--- src/sv/bsa_pkg.sv ---
// ----------------------------------------------------------------------------
// bsa_pkg
// Shared types and constants for the bump slot allocator: status codes,
// request kinds, register indexes, controller states and the command and
// status bundles between controller and datapath.
// ----------------------------------------------------------------------------
package bsa_pkg;

   localparam int SLOT_COUNT_DEFAULT = 64;
   localparam int DATA_WIDTH         = 32;
   localparam int OWNER_WIDTH        = 16;
   localparam int SLOT_INDEX_WIDTH   = 6;
   localparam int CSR_INDEX_WIDTH    = 2;

   localparam logic [DATA_WIDTH-1:0] ALIGN_MASK = 32'd63;

   localparam logic [CSR_INDEX_WIDTH-1:0] CSR_BASE_ADDRESS = 2'd0;
   localparam logic [CSR_INDEX_WIDTH-1:0] CSR_POOL_SIZE    = 2'd1;

   typedef enum logic [1:0] {
      ST_DONE     = 2'd0,
      ST_NO_SPACE = 2'd1,
      ST_NO_SLOT  = 2'd2,
      ST_NO_OWNER = 2'd3
   } status_type;

   typedef enum logic [0:0] {
      REQ_ALLOC   = 1'b0,
      REQ_RELEASE = 1'b1
   } req_kind_type;

   typedef enum logic [1:0] {
      S_IDLE,
      S_SCAN,
      S_DECIDE,
      S_COMMIT
   } state_type;

   typedef struct packed {
      logic load;
      logic scan;
      logic decide;
      logic commit;
   } ctrl_cmd_type;

   typedef struct packed {
      logic scan_done;
      logic rsp_free;
   } dp_status_type;

endpackage

--- src/sv/bsa_ctrl.sv ---
// ----------------------------------------------------------------------------
// bsa_ctrl
// Controller state machine: takes a request, runs the slot table scan,
// evaluates pool space and commits the result once the output is free.
// ----------------------------------------------------------------------------
module bsa_ctrl (
   input  logic                 clock,
   input  logic                 reset,
   input  logic                 req_valid,
   output logic                 req_ready,
   input  bsa_pkg::dp_status_type status,
   output bsa_pkg::ctrl_cmd_type  cmd
);

   bsa_pkg::state_type state_ff;
   bsa_pkg::state_type state_in;

   always_ff @(posedge clock) begin
      if (reset) begin
         state_ff <= bsa_pkg::S_IDLE;
      end else begin
         state_ff <= state_in;
      end
   end

   always_comb begin
      state_in  = state_ff;
      cmd       = '0;
      req_ready = 1'b0;
      unique case (state_ff)
         bsa_pkg::S_IDLE: begin
            req_ready = 1'b1;
            if (req_valid) begin
               cmd.load = 1'b1;
               state_in = bsa_pkg::S_SCAN;
            end
         end
         bsa_pkg::S_SCAN: begin
            cmd.scan = 1'b1;
            if (status.scan_done) begin
               state_in = bsa_pkg::S_DECIDE;
            end
         end
         bsa_pkg::S_DECIDE: begin
            cmd.decide = 1'b1;
            state_in   = bsa_pkg::S_COMMIT;
         end
         bsa_pkg::S_COMMIT: begin
            if (status.rsp_free) begin
               cmd.commit = 1'b1;
               state_in   = bsa_pkg::S_IDLE;
            end
         end
         default: begin
            state_in = bsa_pkg::S_IDLE;
         end
      endcase
   end

endmodule

--- config.mk ---
export PLATFORM = sky130hd
export DESIGN_NAME = bsa_ctrl
export DESIGN_NICKNAME = d
export VERILOG_FILES = /design/src/sv/bsa_pkg.sv /design/src/sv/bsa_ctrl.sv
export SDC_FILE = /design/constraint.sdc
export NUM_CORES = 1
export LEC_CHECK = 0
export ABC_AREA = 1
export BUFFER_PORTS_ARGS = -buffer_cell sky130_fd_sc_hd__buf_2
export CORE_AREA = 2 2 39 41
export DETAILED_ROUTE_END_ITERATION = 7
export DIE_AREA = 0 0 41 43
export HOLD_SLACK_MARGIN = 0.02
export PLACE_DENSITY = 0.34
export SETUP_SLACK_MARGIN = 0.15
export SLEW_MARGIN = 20
export SYNTH_ARGS = -nofsm -noshare
export SYNTH_HDL_FRONTEND = slang
export SYNTH_SLANG_ARGS = --single-unit
--- constraint.sdc ---
create_clock -name clock -period 2.98 [get_ports clock]
set_clock_uncertainty 0.2 [all_clocks]
set_input_delay 0.298 -clock clock [delete_from_list [all_inputs] [get_ports clock]]
set_output_delay 0.298 -clock clock [all_outputs]
set_load 0.01 [all_outputs]
# Word-level counts from Yosys, hierarchy flattened

Cells that the tools add are included.

Word-level logic and storage cells: 20
Input port bits: 5
Register bits after elaboration: 2

Multiplexer cells: 11
Reduce and logical (&&, ||, !) cells: 2
Equality and inequality tests: 6

Operators with widths:

| kind                 | number |
|---|---|
| $pmux W2 S4          | 1 |
| $mux W1              | 7 |
| $mux W2              | 3 |
| $ne A2 B2 Y1 const B | 3 |
| $eq A2 B2 Y1 const B | 2 |
| $reduce_and A3 Y1    | 1 |
| $eq A2 B1 Y1 const B | 1 |
| $logic_not A2 Y1     | 1 |

# Depth between registers and ports, before layout

Depth in word-level cells: 3
Mapped depth: 7

# Least setup slack after synthesis

OpenSTA, ideal clock, no wires.

Path kind: flip-flop to flip-flop
Start: reg state_ff[0]
End: reg state_ff[0]
Arrival time: 1014 ps
Library setup time: 113 ps
Cell stages (with the launch flop): 6
Slack: 1654 ps
Path buffers: 0
Path through: dfxtp_1 > inv_1 > ha_1 > or2_0 > nor2_1 > nor2_1

Word-level cells in the longest chain between the ends: 3
Elaborated cells on any way between the ends: 9
Classes of those cells: 6 x eq/ne; 1 x mux; 2 x reduce/logical

RTL lines:

| item                                       | line           | RTL |
|---|---|---|
| start: declaration                         | bsa_ctrl.sv:15 | `bsa_pkg::state_type state_ff;` |
| start signal: assignment                   | bsa_ctrl.sv:20 | `state_ff <= bsa_pkg::S_IDLE;` |
| start signal: assignment                   | bsa_ctrl.sv:22 | `state_ff <= state_in;` |
| $eq A2 B1 Y1, or another cell as far along | bsa_ctrl.sv:30 | `unique case (state_ff)` |
| $ne A2 B2 Y1 (no line)                     | -              |  |
| $reduce_and A3 Y1 (no line)                | -              |  |

Parallel ways exist; a longest one is shown, timed or not.
A chain may end at the register's enable or synchronous reset.

==> metrics.txt <==
commonest non-fill, non-tap cells in the layout=9 x buf_2, 8 x inv_1, 8 x nand2_1; Final nets=52; largest net degree at the start of global routing=5; grt total ovfl=0; Critical Path RT=2.48 ns; via count=186; share of layout cells above drive strength 1=0.341; Syn Area/Cell=6.47 um^2; Fin. Hold Viols=0; TNS Setup=0 ns; Largest regs=state_ff x2; Post-CTS Hold Buffers=0; Peak VDD IR=216 uV; routability cong.=0.692; full die area=0.00176 mm^2; CP max stage cell=dfxtp_1; Min Clock Period, post-route=1.59 ns; Core Region=0.00138 mm^2; Iter 0 DRT Violations=3; Slew Limit Fails=0; commonest non-fill, non-tap cell in the layout=buf_2; DR pass1 iterations=2; Num CTS Buffers=3; Longest Clk Path Bufs=2; Sink Count=2; H-tree depth=1; Crit. End Element=primary output; Initial Util=0.136; max reg flops=2; post-synthesis sequential area ratio=0.213; Final period util=0.534; DIE HEIGHT=43 um; CP Class=flip-flop to primary output; Worst Tran Pin Value=0.109 ns; Largest Register=state_ff; relative slew slack=0.927; CP max FO=4; final setup vio count=0; final HPWL from detailed placement=281 um; IO Count=10; status=completed; Cells after Synth=29; routed wire length per instance=6.23 um; Power Density=912 mW/mm^2; Leak=0.183 nW; overall die width=41 um; post-route insts no fill=57; CTS tree=done; synthesized area=188 um^2; Ys Warns=0; max_cap viols=0; max incr delay on CP=0.34 ns; # rows=14; vias in the first global route=168; vias per cell=3.26; Post-Place Cells=54; Synth cell types=8; Crit path top cell by count=inv_1; Clk Latency, worst-skew pair=0.22 ns; ANT cells=0; Antenna Nets Post-Route=0; Worst-path clk slew=0.03 ns; GRT Resource Usage Total=0.0561; IO Port Bufs=9; Tot Pwr=0.000251 W; RSZ-0062 raised after global routing=false; Yosys reg bits=2; Hold Path Class=input port to flip-flop; hold slack=0.118 ns; first-pass GRT wire length=586 um; initial antenna violation count=0; P&R area growth vs syn=46.7%; fmax=0.628 GHz; worst path cell trace=inv_1 > ha_1 > nand2_1 > inv_1 > buf_2; postcts setup bufs=0; cts repair resizes=0; WL final=355 um; drc violations=0; critical path startpoint category=flip-flop; syn_nets=38; Final Util=0.199; Clock Root Buffer=clkbuf_4; Arrival @ worst endpoint=1.09 ns
-- cell usage after synthesis --
master,number,area share
nor2_1,4,0.080
inv_1,8,0.16
dfxtp_1,2,0.21
or2_0,1,0.033
nand2_2,1,0.033
nand2_1,8,0.16
nand3_2,1,0.053
ha_1,4,0.27
-- report_power, final --
| group | total, W | leakage [nW] | internal [W] | switching, W |
|---|---|---|---|---|
| logic | 0.000143 | 0.152 | 0.0000599 | 0.0000826 |
| registers | 0.0000492 | 0.0167 | 0.0000400 | 0.00000922 |
| clock network | 0.0000593 | 0.0138 | 0.0000444 | 0.0000150 |
-- per-layer routing --
layer | routed length, um | global-route usage | vias up
met5 | 0 | 0 | -
met4 | 0 | 0.0600 | 0
met3 | 64 | 0.0524 | 0
met2 | 115 | 0.0688 | 10
met1 | 176 | 0.0478 | 70
li1 | - | - | 106
-- logic make-up after synthesis --
logic type / after synthesis / synth area share
flops: 2 / 0.213
fa+ha+maj: 4 / 0.267
simple gates: 15 / 0.360
buf+inv: 8 / 0.160
-- layout make-up --
cell class,instances,area [um^2]
inverter,8,30.0
sequential,2,40.0
clock buffer,3,22.5
tap,16,20.0
fill,158,1110
timing repair buffer,9,45.0
multi-input combinational,19,118
-- critical path, delay by kind of cell, from the launching register on --
kind / cells / cell delay (ns)
adder cells (fa/ha/maj): 1 / 0.23
buffers and inverters: 3 / 0.23
flip-flops: 1 / 0.34
AND/OR/NAND/NOR: 1 / 0.06
-- final timing paths --
path / slack, ns / startpoint / cells past startpoint / end
max: 1.39 / state_ff[0]$_SDFFE_PP0P_ / 5 / cmd[3]
min: 0.12 / reset / 4 / state_ff[1]$_SDFFE_PP0P_
max reg2reg: 1.64 / state_ff[0]$_SDFFE_PP0P_ / 5 / state_ff[0]$_SDFFE_PP0P_
min reg2reg: 0.40 / state_ff[1]$_SDFFE_PP0P_ / 4 / state_ff[1]$_SDFFE_PP0P_
-- metrics by stage --
step	setup WS, ns	area (um^2)
floorplan	1.65	188
global placement	1.60	253
detailed placement	1.61	253
CTS	1.36	275
global route	1.28	275
finish	1.39	275
Note: power is estimated with default switching activity, not from simulation.
